$ cat config.mk
export PLATFORM = sky130hd
export DESIGN_NAME = page_range_permission_checker_unit_flat
export DESIGN_NICKNAME = d
export VERILOG_FILES = /design/src/hdl/prpc_pkg.sv /design/src/hdl/prpc_req_if.sv /design/src/hdl/prpc_rsp_if.sv /design/src/hdl/prpc_cfg_if.sv /design/src/hdl/prpc_ctrl.sv /design/src/hdl/prpc_datapath.sv /design/src/hdl/page_range_permission_checker_unit.sv /design/src/flat_wrapper.sv
export VERILOG_INCLUDE_DIRS = /design/src /design/src/hdl
export SDC_FILE = /design/constraint.sdc
export NUM_CORES = 1
export LEC_CHECK = 0
export BUFFER_PORTS_ARGS = -buffer_cell sky130_fd_sc_hd__buf_2
export CORE_UTILIZATION = 44
export DETAILED_ROUTE_END_ITERATION = 7
export GPL_ROUTABILITY_DRIVEN = 1
export PLACE_DENSITY_LB_ADDON = 0.3
export SLEW_MARGIN = 20
export SYNTH_ARGS = -nofsm -noshare
export SYNTH_HDL_FRONTEND = slang
export SYNTH_HIERARCHICAL = 1
export SYNTH_SLANG_ARGS = --single-unit
$ cat constraint.sdc
create_clock -name clk -period 6.3 [get_ports clk]
set_clock_uncertainty 0.1 [all_clocks]
set_input_delay 0.315 -clock clk [delete_from_list [all_inputs] [get_ports clk]]
set_output_delay 0.315 -clock clk [all_outputs]
set_load 0.05 [all_outputs]
$ cat src/hdl/page_range_permission_checker_unit_assert.svh
//------------------------------------------------------------------------------
// page_range_permission_checker_unit assertion macros
// Concurrent assertion wrappers; define ASSERT_OFF to compile them out.
//------------------------------------------------------------------------------
`ifndef PAGE_RANGE_PERMISSION_CHECKER_UNIT_ASSERT_SVH
`define PAGE_RANGE_PERMISSION_CHECKER_UNIT_ASSERT_SVH

`ifndef ASSERT_OFF
// antecedent implies consequent in the same cycle
`define PRPC_ASSERT_SAME(lbl, clk, rst_n, ante, cons) \
	lbl: assert property (@(posedge clk) disable iff (!rst_n) (ante) |-> (cons)) \
		else $error("prpc assertion failed");
// antecedent implies consequent in the next cycle
`define PRPC_ASSERT_NEXT(lbl, clk, rst_n, ante, cons) \
	lbl: assert property (@(posedge clk) disable iff (!rst_n) (ante) |=> (cons)) \
		else $error("prpc assertion failed");
`else
`define PRPC_ASSERT_SAME(lbl, clk, rst_n, ante, cons)
`define PRPC_ASSERT_NEXT(lbl, clk, rst_n, ante, cons)
`endif

`endif

$ cat src/hdl/prpc_pkg.sv
//------------------------------------------------------------------------------
// prpc_pkg
// Shared widths, codes, state type and control structs of the range checker.
//------------------------------------------------------------------------------
package prpc_pkg;

	localparam int TABLE_ENTRIES_DEF = 128;
	localparam int PAGE_SHIFT_DEF    = 13;

	localparam int ADDR_W   = 32;
	localparam int LEN_W    = 31;
	localparam int BASE_W   = 19;
	localparam int PROT_W   = 3;
	localparam int EIDX_W   = 7;

	localparam logic OP_WRITE = 1'b0;
	localparam logic OP_CHECK = 1'b1;

	typedef enum logic [2:0] {
		ST_IDLE,
		ST_SETUP,
		ST_WALK,
		ST_DRAIN,
		ST_RESULT
	} prpc_state_t;

	// controller -> datapath
	typedef struct packed {
		logic req_ready;
		logic wr_entry;
		logic cap;
		logic setup;
		logic issue;
		logic clr_ok;
		logic out_load;
	} prpc_cmd_t;

	// datapath -> controller
	typedef struct packed {
		logic req_valid;
		logic req_check;
		logic over;
		logic rem_zero;
		logic fail;
		logic out_free;
	} prpc_stat_t;

endpackage

$ cat src/hdl/prpc_req_if.sv
//------------------------------------------------------------------------------
// prpc_req_if
// Request channel: table write or range check.
//------------------------------------------------------------------------------
interface prpc_req_if import prpc_pkg::*; ();
	logic              valid;
	logic              ready;
	logic              opcode;
	logic [EIDX_W-1:0] entry_index;
	logic              entry_valid;
	logic [PROT_W-1:0] entry_prot;
	logic [ADDR_W-1:0] start_address;
	logic [LEN_W-1:0]  byte_length;
	logic [PROT_W-1:0] required_prot;

	modport source (
		output valid, opcode, entry_index, entry_valid, entry_prot,
			start_address, byte_length, required_prot,
		input  ready
	);
	modport sink (
		input  valid, opcode, entry_index, entry_valid, entry_prot,
			start_address, byte_length, required_prot,
		output ready
	);
endinterface

$ cat src/hdl/prpc_rsp_if.sv
//------------------------------------------------------------------------------
// prpc_rsp_if
// Result channel: one allowed bit per range check.
//------------------------------------------------------------------------------
interface prpc_rsp_if;
	logic valid;
	logic ready;
	logic allowed;

	modport source (output valid, allowed, input ready);
	modport sink (input valid, allowed, output ready);
endinterface

$ cat src/hdl/prpc_cfg_if.sv
//------------------------------------------------------------------------------
// prpc_cfg_if
// Configuration write channel for the region base page register.
//------------------------------------------------------------------------------
interface prpc_cfg_if import prpc_pkg::*; ();
	logic              valid;
	logic              ready;
	logic [BASE_W-1:0] region_base_page;

	modport source (output valid, region_base_page, input ready);
	modport sink (input valid, region_base_page, output ready);
endinterface

$ cat src/hdl/prpc_ctrl.sv
//------------------------------------------------------------------------------
// prpc_ctrl
// Sequencer for request intake, page walk, drain and result hand-off.
//------------------------------------------------------------------------------
module prpc_ctrl import prpc_pkg::*; (
	input  logic       clk,
	input  logic       arst_n,
	input  prpc_stat_t stat,
	output prpc_cmd_t  cmd
);

	prpc_state_t state_q;
	prpc_state_t state_d;

	always_ff @(posedge clk or negedge arst_n) begin
		if (!arst_n) begin
			state_q <= ST_IDLE;
		end else begin
			state_q <= state_d;
		end
	end

	always_comb begin
		state_d = state_q;
		unique case (state_q)
			ST_IDLE: begin
				if (stat.req_valid && stat.req_check) begin
					state_d = ST_SETUP;
				end
			end
			ST_SETUP: begin
				state_d = ST_WALK;
			end
			ST_WALK: begin
				if (stat.over || stat.fail) begin
					state_d = ST_RESULT;
				end else if (stat.rem_zero) begin
					state_d = ST_DRAIN;
				end
			end
			ST_DRAIN: begin
				state_d = ST_RESULT;
			end
			ST_RESULT: begin
				if (stat.out_free) begin
					state_d = ST_IDLE;
				end
			end
			default: begin
				state_d = ST_IDLE;
			end
		endcase
	end

	always_comb begin
		cmd = '0;
		unique case (state_q)
			ST_IDLE: begin
				cmd.req_ready = 1'b1;
				cmd.cap       = stat.req_valid && stat.req_check;
				cmd.wr_entry  = stat.req_valid && !stat.req_check;
			end
			ST_SETUP: begin
				cmd.setup = 1'b1;
			end
			ST_WALK: begin
				// stop issuing as soon as a probe fails
				cmd.clr_ok = stat.over || stat.fail;
				cmd.issue  = !(stat.over || stat.fail);
			end
			ST_DRAIN: begin
				cmd.clr_ok = stat.fail;
			end
			ST_RESULT: begin
				cmd.out_load = stat.out_free;
			end
			default: begin
				cmd = '0;
			end
		endcase
	end

endmodule

$ cat src/hdl/prpc_datapath.sv
//------------------------------------------------------------------------------
// prpc_datapath
// Page table storage, range setup arithmetic, page probe and result register.
//------------------------------------------------------------------------------
module prpc_datapath import prpc_pkg::*; #(
	parameter int TABLE_ENTRIES = TABLE_ENTRIES_DEF,
	parameter int PAGE_SHIFT    = PAGE_SHIFT_DEF
) (
	input  logic              clk,
	input  logic              arst_n,
	input  prpc_cmd_t         cmd,
	output prpc_stat_t        stat,
	input  logic              req_valid,
	input  logic              opcode,
	input  logic [EIDX_W-1:0] entry_index,
	input  logic              entry_valid,
	input  logic [PROT_W-1:0] entry_prot,
	input  logic [ADDR_W-1:0] start_address,
	input  logic [LEN_W-1:0]  byte_length,
	input  logic [PROT_W-1:0] required_prot,
	input  logic              cfg_we,
	input  logic [BASE_W-1:0] cfg_base,
	input  logic              rsp_ready,
	output logic              rsp_valid,
	output logic              allowed
);

	localparam int PN_W  = ADDR_W - PAGE_SHIFT;
	localparam int CW    = ((PN_W > BASE_W) ? PN_W : BASE_W) + 1;
	localparam int IDX_W = $clog2(TABLE_ENTRIES);
	localparam int CNT_W = $clog2(TABLE_ENTRIES + 1);
	localparam logic [ADDR_W-1:0] PAGE_ROUND = ADDR_W'((64'd1 << PAGE_SHIFT) - 64'd1);

	logic [BASE_W-1:0]        base_q;
	logic [TABLE_ENTRIES-1:0] valid_q;
	logic [PROT_W-1:0]        prot_mem [TABLE_ENTRIES];

	logic [ADDR_W-1:0] start_q;
	logic [LEN_W-1:0]  len_q;
	logic [PROT_W-1:0] need_q;
	logic [PN_W-1:0]   cur_page_q;
	logic [PN_W-1:0]   last_page_q;
	logic [CNT_W-1:0]  rem_q;
	logic              over_q;
	logic              ok_q;

	logic              probe_s1;
	logic              inrange_s1;
	logic              valid_s1;
	logic [PROT_W-1:0] prot_s1;

	logic              rsp_valid_q;
	logic              allowed_q;

	// entry write
	logic [IDX_W-1:0] widx;
	logic             widx_ok;

	assign widx    = IDX_W'(entry_index);
	assign widx_ok = 32'(entry_index) < 32'(TABLE_ENTRIES);

	always_ff @(posedge clk or negedge arst_n) begin
		if (!arst_n) begin
			base_q  <= '0;
			valid_q <= '0;
		end else begin
			if (cfg_we) begin
				base_q <= cfg_base;
			end
			if (cmd.wr_entry && widx_ok) begin
				valid_q[widx] <= entry_valid;
			end
		end
	end

	// setup arithmetic
	logic [ADDR_W-1:0] round_sum;
	logic [ADDR_W-1:0] steps;
	logic [ADDR_W-1:0] last_addr;

	assign round_sum = {1'b0, len_q} + PAGE_ROUND;
	assign steps     = round_sum >> PAGE_SHIFT;
	assign last_addr = start_q + {1'b0, len_q} - ADDR_W'(1);

	always_ff @(posedge clk) begin
		if (cmd.cap) begin
			start_q <= start_address;
			len_q   <= byte_length;
			need_q  <= required_prot;
		end
		if (cmd.setup) begin
			cur_page_q  <= start_q[ADDR_W-1:PAGE_SHIFT];
			last_page_q <= last_addr[ADDR_W-1:PAGE_SHIFT];
			rem_q       <= steps[CNT_W-1:0];
			over_q      <= steps > ADDR_W'(TABLE_ENTRIES);
		end else if (cmd.issue && (rem_q != '0)) begin
			cur_page_q <= cur_page_q + PN_W'(1);
			rem_q      <= rem_q - CNT_W'(1);
		end
	end

	always_ff @(posedge clk or negedge arst_n) begin
		if (!arst_n) begin
			ok_q <= 1'b1;
		end else if (cmd.setup) begin
			ok_q <= 1'b1;
		end else if (cmd.clr_ok) begin
			ok_q <= 1'b0;
		end
	end

	// probe address
	logic [PN_W-1:0]  probe_page;
	logic [CW-1:0]    page_ext;
	logic [CW-1:0]    base_ext;
	logic [CW-1:0]    diff;
	logic             in_range;
	logic [IDX_W-1:0] rel;

	assign probe_page = (rem_q == '0) ? last_page_q : cur_page_q;
	assign page_ext   = CW'(probe_page);
	assign base_ext   = CW'(base_q);
	assign diff       = page_ext - base_ext;
	assign in_range   = (page_ext >= base_ext) && (diff < CW'(TABLE_ENTRIES));
	assign rel        = diff[IDX_W-1:0];

	always_ff @(posedge clk) begin
		if (cmd.wr_entry && widx_ok) begin
			prot_mem[widx] <= entry_prot;
		end
		if (cmd.issue) begin
			prot_s1    <= prot_mem[rel];
			valid_s1   <= valid_q[rel];
			inrange_s1 <= in_range;
		end
	end

	always_ff @(posedge clk or negedge arst_n) begin
		if (!arst_n) begin
			probe_s1 <= 1'b0;
		end else begin
			probe_s1 <= cmd.issue;
		end
	end

	logic pass_s1;

	assign pass_s1 = inrange_s1 && valid_s1 && ((prot_s1 & need_q) == need_q);

	// result register
	always_ff @(posedge clk or negedge arst_n) begin
		if (!arst_n) begin
			rsp_valid_q <= 1'b0;
		end else if (cmd.out_load) begin
			rsp_valid_q <= 1'b1;
		end else if (rsp_ready) begin
			rsp_valid_q <= 1'b0;
		end
	end

	always_ff @(posedge clk) begin
		if (cmd.out_load) begin
			allowed_q <= ok_q;
		end
	end

	assign rsp_valid = rsp_valid_q;
	assign allowed   = allowed_q;

	assign stat.req_valid = req_valid;
	assign stat.req_check = (opcode == OP_CHECK);
	assign stat.over      = over_q;
	assign stat.rem_zero  = (rem_q == '0);
	assign stat.fail      = probe_s1 && !pass_s1;
	assign stat.out_free  = !rsp_valid_q || rsp_ready;

endmodule

$ cat src/hdl/page_range_permission_checker_unit.sv
//------------------------------------------------------------------------------
// page_range_permission_checker_unit
// Page table with valid bit and protection mask per entry; checks that every
// page of a byte range is mapped, inside the region and carries the needed
// protection bits.
//------------------------------------------------------------------------------
//
//  channel  dir  handshake        contents
//  -------  ---  ---------------  ---------------------------------------------
//  req      in   valid/ready      opcode, entry fields, start, length, need mask
//  rsp      out  valid/ready      allowed (one per check request)
//  cfg      in   valid/ready      region_base_page (ready always high)
//
//  A write request updates its entry and leaves the block in intake. A check
//  request goes through setup, walk, drain (skipped when the walk stops early)
//  and result states before intake resumes. The walk probes ceil(length / page
//  size) + 1 pages, fewer when a page fails early, reading one table entry
//  per cycle from the protection memory read port. A range wider than the
//  table fails right after setup, with no probes.
//  Reset clears all valid bits and the base register at once; no clearing pass.
//  A result waiting in the output register does not block new requests; only
//  the next check result waits for the output register to free up.
//
`include "page_range_permission_checker_unit_assert.svh"

module page_range_permission_checker_unit import prpc_pkg::*; #(
	parameter int TABLE_ENTRIES = TABLE_ENTRIES_DEF,
	parameter int PAGE_SHIFT    = PAGE_SHIFT_DEF
) (
	input  logic   clk,
	input  logic   arst_n,
	prpc_req_if.sink   req,
	prpc_rsp_if.source rsp,
	prpc_cfg_if.sink   cfg
);

	prpc_cmd_t  cmd;
	prpc_stat_t stat;

	// config port never stalls
	assign cfg.ready = 1'b1;
	assign req.ready = cmd.req_ready;

	prpc_ctrl u_ctrl (
		.clk    (clk),
		.arst_n (arst_n),
		.stat   (stat),
		.cmd    (cmd)
	);

	prpc_datapath #(
		.TABLE_ENTRIES (TABLE_ENTRIES),
		.PAGE_SHIFT    (PAGE_SHIFT)
	) u_datapath (
		.clk           (clk),
		.arst_n        (arst_n),
		.cmd           (cmd),
		.stat          (stat),
		.req_valid     (req.valid),
		.opcode        (req.opcode),
		.entry_index   (req.entry_index),
		.entry_valid   (req.entry_valid),
		.entry_prot    (req.entry_prot),
		.start_address (req.start_address),
		.byte_length   (req.byte_length),
		.required_prot (req.required_prot),
		.cfg_we        (cfg.valid),
		.cfg_base      (cfg.region_base_page),
		.rsp_ready     (rsp.ready),
		.rsp_valid     (rsp.valid),
		.allowed       (rsp.allowed)
	);

	// intake and walk never overlap
	`PRPC_ASSERT_SAME(a_no_issue_idle, clk, arst_n, cmd.req_ready, !cmd.issue)
	// a pending result is never overwritten
	`PRPC_ASSERT_SAME(a_no_overwrite, clk, arst_n, cmd.out_load, !rsp.valid || rsp.ready)
	// loading the result register shows it next cycle
	`PRPC_ASSERT_NEXT(a_load_shows, clk, arst_n, cmd.out_load, rsp.valid)
	// an accepted check request takes the block out of intake
	`PRPC_ASSERT_NEXT(a_check_busy, clk, arst_n,
		req.valid && req.ready && (req.opcode == OP_CHECK), !req.ready)

endmodule
$ cat src/flat_wrapper.sv
// flat-port wrapper written by rule: the top's interface ports become plain ports
module page_range_permission_checker_unit_flat import prpc_pkg::*;
#(
	parameter int TABLE_ENTRIES = TABLE_ENTRIES_DEF,
	parameter int PAGE_SHIFT    = PAGE_SHIFT_DEF
)
  (clk, arst_n, req_valid, req_opcode, req_entry_index, req_entry_valid, req_entry_prot, req_start_address, req_byte_length, req_required_prot, req_ready, rsp_valid, rsp_allowed, rsp_ready, cfg_valid, cfg_region_base_page, cfg_ready);
  prpc_req_if req_i ();
  prpc_rsp_if rsp_i ();
  prpc_cfg_if cfg_i ();
  input  logic clk;
  input  logic arst_n;
  input wire logic [$bits(req_i.valid)-1:0] req_valid;
  input wire logic [$bits(req_i.opcode)-1:0] req_opcode;
  input wire logic [$bits(req_i.entry_index)-1:0] req_entry_index;
  input wire logic [$bits(req_i.entry_valid)-1:0] req_entry_valid;
  input wire logic [$bits(req_i.entry_prot)-1:0] req_entry_prot;
  input wire logic [$bits(req_i.start_address)-1:0] req_start_address;
  input wire logic [$bits(req_i.byte_length)-1:0] req_byte_length;
  input wire logic [$bits(req_i.required_prot)-1:0] req_required_prot;
  output wire logic [$bits(req_i.ready)-1:0] req_ready;
  output wire logic [$bits(rsp_i.valid)-1:0] rsp_valid;
  output wire logic [$bits(rsp_i.allowed)-1:0] rsp_allowed;
  input wire logic [$bits(rsp_i.ready)-1:0] rsp_ready;
  input wire logic [$bits(cfg_i.valid)-1:0] cfg_valid;
  input wire logic [$bits(cfg_i.region_base_page)-1:0] cfg_region_base_page;
  output wire logic [$bits(cfg_i.ready)-1:0] cfg_ready;
  assign req_i.valid = req_valid;
  assign req_i.opcode = req_opcode;
  assign req_i.entry_index = req_entry_index;
  assign req_i.entry_valid = req_entry_valid;
  assign req_i.entry_prot = req_entry_prot;
  assign req_i.start_address = req_start_address;
  assign req_i.byte_length = req_byte_length;
  assign req_i.required_prot = req_required_prot;
  assign req_ready = req_i.ready;
  assign rsp_valid = rsp_i.valid;
  assign rsp_allowed = rsp_i.allowed;
  assign rsp_i.ready = rsp_ready;
  assign cfg_i.valid = cfg_valid;
  assign cfg_i.region_base_page = cfg_region_base_page;
  assign cfg_ready = cfg_i.ready;
  page_range_permission_checker_unit #(.TABLE_ENTRIES(TABLE_ENTRIES), .PAGE_SHIFT(PAGE_SHIFT)) u_core (.clk(clk), .arst_n(arst_n), .req(req_i), .rsp(rsp_i), .cfg(cfg_i));
endmodule
==> impl_metrics.json, run 1 <==
{
  "design_area_um2": 34400,
  "wl_mm": 67.2,
  "grt_pass1_wl_mm": 102,
  "track_usage_pct": 19.9,
  "boundaryPins": 106,
  "cts_sinks": 656,
  "drc": 12,
  "placedCellCount": 2828,
  "timing_worst_setup_path_type": "register to register",
  "p_comb_share_pct": 18.2,
  "whs_ns": 0.0543,
  "stdcell_count": 3051,
  "setup_viol": 0,
  "cts_resized": 0,
  "synth.distinct_cells": 63,
  "r2r-end": "u_core/u_datapath/valid_s1$_DFFE_PP_",
  "highest_layer": "met5",
  "r2r_slack_ns": 0.84,
  "power_density_nw_per_um2": 323,
  "clk_pin_slew_worst_paths_ns": 0.06,
  "cp_max_fo": 48,
  "synth-seq-cells": 656,
  "slew_headroom_pct": 22.6,
  "fin_nets": 2309,
  "clock_path_buffers": 3,
  "hold_violations": 0,
  "netlist_area_um2": 29600,
  "n_fill_cell": 5279,
  "dr_total_vias": 17002,
  "outcome": "finished, violations left",
  "period_minus_slack_ns": 5.46,
  "cts_tree": "yes",
  "core_area_um2": 66100,
  "wl_met1_mm": 28.1,
  "r2r_cells": 12,
  "synth_top_area_share_pct": 51.1,
  "peakVddDrop_mv": 0.183,
  "critPathArrivalTime_ns": 5.72,
  "final_common_cell": "edfxtp_1",
  "worst_setup_path_start_kind": "register",
  "p_sw_mw": 2.83,
  "crit_required_ns": 6.56,
  "drv_slew": 0,
  "crit_path_end_kind": "register",
  "async_flop_share_pct": 23.3,
  "synth_cells": 1914,
  "grt_setup_unrepaired": "false",
  "drt-vias-per-instance": 5.57,
  "wl_per_cell_um": 22.0,
  "met3_length_mm": 4.66,
  "p_int_mw": 8.29,
  "area_delta_synth_final_pct": 16.3,
  "cap_violations": 0,
  "hold_class": "input port to register",
  "grt_max_degree": 96,
  "die_area_um2": 68300,
  "reg2reg_from": "u_core/u_datapath/rem_q[3]$_DFFE_PP_",
  "synthFlopType": "edfxtp_1",
  "yosys_warnings": 6,
  "syn-num-nets": 2097,
  "first_global_vias": 17128,
  "cts_root_buffer": "clkbuf_16",
  "grt_overflow": 0,
  "clkPwrFrac_pct": 37.5,
  "sequentialPowerShare_pct": 44.3,
  "rows": 94,
  "setup_tns_ns": 0,
  "clk-insertion-delay-late_ns": 0.60,
  "drtAntennaViolNets": 0,
  "grt_antenna_before_repair": 1,
  "worst_pin_slew_ns": 1.16,
  "switching_share_pct": 25.4,
  "violations": "DRC",
  "gp_congestion": 0.825,
  "synth_top_area_cell": "edfxtp_1",
  "cts_buffers": 72,
  "ys_seq_area_share_pct": 64.0,
  "hpwl_mm": 43.4,
  "portBuffers": 104,
  "cts_setup_buffers": 0,
  "fin_crit_sh_pct": 86.7,
  "htreeDepth": 3,
  "cts_hold_buf": 88,
  "min_from": "req_entry_prot[1]",
  "die_height_um": 261,
  "place_area_um2": 31200,
  "met2_length_mm": 32.9,
  "initial_utilization_pct": 44.8,
  "synthTopCellsByArea": "edfxtp_1 (51%), dfrtp_1 (13%), mux4_2 (13%)",
  "drive_gt1_share_pct": 24.8,
  "die_w_um": 261,
  "avgSynthCellArea_um2": 15.5,
  "leakagePower_nw": 13.0,
  "min_to": "u_core/u_datapath/prot_mem[122][1]$_DFFE_PP_",
  "timing.fmax_mhz": 183,
  "hold_depth": 1,
  "mostFrequentLayoutCells": "edfxtp_1 (503), nor2_1 (176), mux4_2 (168)",
  "drtPass1Iterations": 8,
  "drt_iter0_markers": 1377,
  "synth_edf_count": 503
}
## power groups by stage
stage | sequential, mW | clock, mW | combinational, mW
final | 4.92 | 4.17 | 2.03
after global placement | 5.01 | 0 | 1.94
after global routing | 4.93 | 4.43 | 2.18
after detailed placement | 5.01 | 0 | 1.99
after CTS | 4.92 | 4.26 | 2.05
after floorplan | 4.99 | 0 | 1.41
## cells in the mapped netlist (all sizes together) (2+ instances only)
| master | n |
|---|---|
| o211ai | 6 |
| nand3 | 32 |
| o21ai | 55 |
| nor2 | 176 |
| nand2b | 9 |
| o2111ai | 2 |
| a21oi | 29 |
| and3 | 5 |
| mux4 | 168 |
| and4 | 6 |
| nand2 | 127 |
| a31oi | 2 |
| buf | 21 |
| and2 | 3 |
| inv | 150 |
| mux2 | 134 |
| clkbuf | 57 |
| mux2i | 8 |
| a21o | 25 |
| a21boi | 2 |
| edfxtp | 503 |
| o31ai | 3 |
| nand4 | 13 |
| nor2b | 20 |
| xor2 | 19 |
| a211oi | 2 |
| xnor2 | 34 |
| ha | 80 |
| a22o | 3 |
| o21bai | 3 |
| or3 | 4 |
| o21a | 11 |
| nor4 | 7 |
| nor3 | 18 |
| dfrtp | 152 |
## final cells by class
class,count,area [um2],area share [%]
flip-flops and latches,656,18900,55.0
multi-input cells,1030,9790,28.5
clock buffers,95,1940,5.64
repair buffers,216,1690,4.90
well taps,864,1080,3.14
inverters,150,563,1.64
clock inverters,39,412,1.20
diodes,1,2.50,0.00727
## registers in the layout, summed over array words and instances, names as in the netlist, 3 cells and up
signal	flops
u_core/u_datapath/valid_q	128
u_core/u_datapath/start_q	32
u_core/u_datapath/prot_s1	3
u_core/u_datapath/prot_mem	384
u_core/u_datapath/rem_q	8
u_core/u_datapath/len_q	31
u_core/u_datapath/base_q	19
u_core/u_datapath/cur_page_q	19
u_core/u_datapath/last_page_q	19
u_core/u_ctrl/state_q	3
u_core/u_datapath/need_q	3
## worst max-delay path: stages (launching register included)
cell and delay, ns:
edfxtp_1 0.45, or4_1 0.57, or3_1 0.36, buf_4 0.21
mux2i_1 0.24, ha_4 0.17, inv_1 0.05, fa_4 1.01
buf_12 0.32, mux4_2 0.35, mux4_2 0.56, mux4_2 0.50
mux2_2 0.27
## how the worst max path moves through the flow
| stage | from | to | slack [ns] | cells after the start |
|---|---|---|---|---|
| after floorplan | u_core/u_datapath/rem_q[3]$_DFFE_PP_ | u_core/u_datapath/prot_s1[0]$_DFFE_PP_ | 1.32 | 13 |
| after global placement | u_core/u_datapath/rem_q[3]$_DFFE_PP_ | u_core/u_datapath/valid_s1$_DFFE_PP_ | 0.89 | 12 |
| after detailed placement | u_core/u_datapath/rem_q[3]$_DFFE_PP_ | u_core/u_datapath/valid_s1$_DFFE_PP_ | 0.85 | 12 |
| after CTS | u_core/u_datapath/rem_q[3]$_DFFE_PP_ | u_core/u_datapath/valid_s1$_DFFE_PP_ | 0.82 | 12 |
| after global routing | u_core/u_datapath/rem_q[3]$_DFFE_PP_ | u_core/u_datapath/valid_s1$_DFFE_PP_ | 0.68 | 12 |
| final | u_core/u_datapath/rem_q[3]$_DFFE_PP_ | u_core/u_datapath/valid_s1$_DFFE_PP_ | 0.84 | 12 |
## stage by stage
| stage | power, mW | util [%] | setup WS (ns) |
|---|---|---|---|
| after global placement | 6.95 | 47.2 | 0.891 |
| after global routing | 11.5 | 52.1 | 0.676 |
| after detailed placement | 7.00 | 47.2 | 0.846 |
| after floorplan | 6.40 | - | 1.32 |
| final | 11.1 | 52.1 | 0.839 |
| after CTS | 11.2 | 52.1 | 0.822 |
## routing by layer
metal  up-vias  GRT usage [%]
met2       591           31.9
li1       7627              -
met1      8672           27.2
met3       110           4.22
met5         -              0
met4         2           6.09
## cell families after synthesis
kind of cell               synth area share, %
AOI/OAI and AO/OA                         3.34
xor gates and xnor gates                  1.59
adders and majority gates                 3.45
buffers and inverters                     3.04
DFF                                       64.0
muxes                                     18.2
other                                   0.0127
and+or+nand+nor                           6.41
(Power assumes the default switching activity.)
==> run 2, diff against run 1 <==
--- a/config.mk
+++ b/config.mk
@@ -8,9 +8,10 @@
 export LEC_CHECK = 0
 export BUFFER_PORTS_ARGS = -buffer_cell sky130_fd_sc_hd__buf_2
 export CORE_UTILIZATION = 44
+export CTS_CLUSTER_SIZE = 24
 export DETAILED_ROUTE_END_ITERATION = 7
 export GPL_ROUTABILITY_DRIVEN = 1
-export PLACE_DENSITY_LB_ADDON = 0.3
+export MAX_ROUTING_LAYER = met4
 export SLEW_MARGIN = 20
 export SYNTH_ARGS = -nofsm -noshare
 export SYNTH_HDL_FRONTEND = slang
==> impl_metrics.json, run 2 (synthesis gave the netlist of run 1 again) <==
{
  "largest_reg_flops": 384,
  "clk-insertion-delay-late_ns": 0.61,
  "period_minus_slack_ns": 5.53,
  "slew_headroom_pct": 36.5,
  "cts_sinks": 656,
  "cap_violations": 0,
  "cts_tree": "yes",
  "r2r_slack_ns": 0.77,
  "cts_buffers": 74,
  "drt-vias-per-instance": 5.51,
  "power_mw": 11.4,
  "cp_max_fo": 67,
  "placedCellCount": 2830,
  "core_area_um2": 66100,
  "htreeDepth": 3,
  "reg2reg_from": "u_core/u_datapath/rem_q[3]$_DFFE_PP_",
  "place_ws_ns": 0.776,
  "grt_overflow": 0,
  "min_to": "u_core/u_ctrl/state_q[0]$_DFFE_PN0P_",
  "outcome": "finished, violations left",
  "track_usage_pct": 21.0,
  "reg.largest.list": "u_core/u_datapath/prot_mem: 384 flops, u_core/u_datapath/valid_q: 128 flops, u_core/u_datapath/start_q: 32 flops",
  "post-route-util_pct": 52.4,
  "wl_per_cell_um": 22.4,
  "path_buf_inv": 2,
  "grt_antenna_before_repair": 2,
  "grt_setup_unrepaired": "false",
  "fin_nets": 2313,
  "switching_share_pct": 24.6,
  "cts_root_buffer": "clkbuf_16",
  "cts_hold_buf": 88,
  "cp_cell_sequence": "or4_1, or3_1, mux2i_1, ha_4, inv_1, fa_4, buf_12, mux4_2, mux4_2, mux4_2, mux2_2",
  "timing_worst_setup_path_type": "register to register",
  "sequentialPowerShare_pct": 43.0,
  "rows": 94,
  "final_common_cell": "edfxtp_1",
  "die_w_um": 261,
  "r2r_cells": 11,
  "design_area_um2": 34600,
  "p_comb_share_pct": 17.6,
  "first_global_vias": 17180,
  "worst_setup_path_start_kind": "register",
  "violations": "DRC",
  "cts_setup_buffers": 0,
  "die_area_um2": 68300,
  "p_int_mw": 8.63,
  "hold_class": "input port to register",
  "drt_iter0_markers": 1381,
  "hpwl_mm": 44.4,
  "setup_slack_ns": 0.774,
  "drtAntennaViolNets": 0,
  "drc": 7,
  "hold_depth": 3,
  "setup_tns_ns": 0,
  "critical_path.most_common_cell": "mux4_2",
  "max_stage_delay_ns": 0.80,
  "clock_path_buffers": 3,
  "initial_utilization_pct": 44.8,
  "die_height_um": 261,
  "clkPwrFrac_pct": 39.4,
  "setup_viol": 0,
  "critPathSlowestCell": "fa_4",
  "timing.fmax_mhz": 181,
  "clk_pin_slew_worst_paths_ns": 0.05,
  "gp_congestion": 0.842,
  "crit_required_ns": 6.54,
  "cts_resized": 0,
  "whs_ns": 0.108,
  "stdcell_count": 3053,
  "place_area_um2": 31200,
  "area_delta_synth_final_pct": 17.0,
  "drv_slew": 0,
  "drive_gt1_share_pct": 25.2,
  "dr_total_vias": 16827,
  "drtPass1Iterations": 8,
  "grt_max_degree": 92,
  "power_density_nw_per_um2": 331,
  "portBuffers": 104,
  "hold_violations": 0,
  "critPathArrivalTime_ns": 5.77,
  "fin_crit_sh_pct": 87.7,
  "peakVddDrop_mv": 0.226,
  "mostFrequentLayoutCells": "edfxtp_1 (503), nor2_1 (176), mux4_2 (168)",
  "leakagePower_nw": 13.1,
  "regMostFlops": "u_core/u_datapath/prot_mem",
  "crit_path_end_kind": "register",
  "min_from": "req_valid",
  "p_sw_mw": 2.82,
  "grt_pass1_wl_mm": 104,
  "worst_pin_slew_ns": 0.948,
  "wl_mm": 68.3,
  "r2r-end": "u_core/u_datapath/valid_s1$_DFFE_PP_",
  "boundaryPins": 106,
  "cp_top_family": "multiplexers"
}
-- run 2: worst max-delay path by stage --
stage                                                        end  cells past startpoint  slack [ns]                                  from
after floorplan           u_core/u_datapath/prot_s1[0]$_DFFE_PP_                     13        1.32  u_core/u_datapath/rem_q[3]$_DFFE_PP_
after global placement      u_core/u_datapath/valid_s1$_DFFE_PP_                     11        0.84  u_core/u_datapath/rem_q[3]$_DFFE_PP_
after detailed placement    u_core/u_datapath/valid_s1$_DFFE_PP_                     11        0.78  u_core/u_datapath/rem_q[3]$_DFFE_PP_
after CTS                   u_core/u_datapath/valid_s1$_DFFE_PP_                     11        0.75  u_core/u_datapath/rem_q[3]$_DFFE_PP_
after global routing      u_core/u_datapath/prot_s1[2]$_DFFE_PP_                     11        0.62  u_core/u_datapath/rem_q[3]$_DFFE_PP_
final                       u_core/u_datapath/valid_s1$_DFFE_PP_                     11        0.77  u_core/u_datapath/rem_q[3]$_DFFE_PP_
-- run 2: power groups by stage --
stage          clock network [mW]  registers, mW  logic [mW]
5_1_grt                      4.77           4.94        2.19
3_3_place_gp                    0           5.01        1.94
6_report                     4.51           4.92        2.02
2_1_floorplan                   0           4.99        1.41
3_5_place_dp                    0           5.01        1.99
4_1_cts                      4.60           4.92        2.04
-- run 2: cell type report --
cell class                      instances  area, um2
Multi-Input combinational cell       1030       9800
Sequential cell                       656      18900
Fill cell                            5402      31500
Inverter                              150        563
Clock inverter                         29        449
Tap cell                              864       1080
Antenna cell                            1       2.50
Clock buffer                          105       2100
Timing Repair Buffer                  218       1690
-- run 2: worst min-delay path: stages --
cell and delay, ns:
buf_2 0.10, nor4b_1 0.16, a32o_1 0.20
-- run 2: per-layer routing --
metal,part of all wire [%],vias to the layer above,GRT usage (%)
met4,2.6,0,6.52
li1,-,7632,-
met3,5.9,119,3.85
met5,0,-,-
met2,49,469,33.2
met1,42,8607,27.7
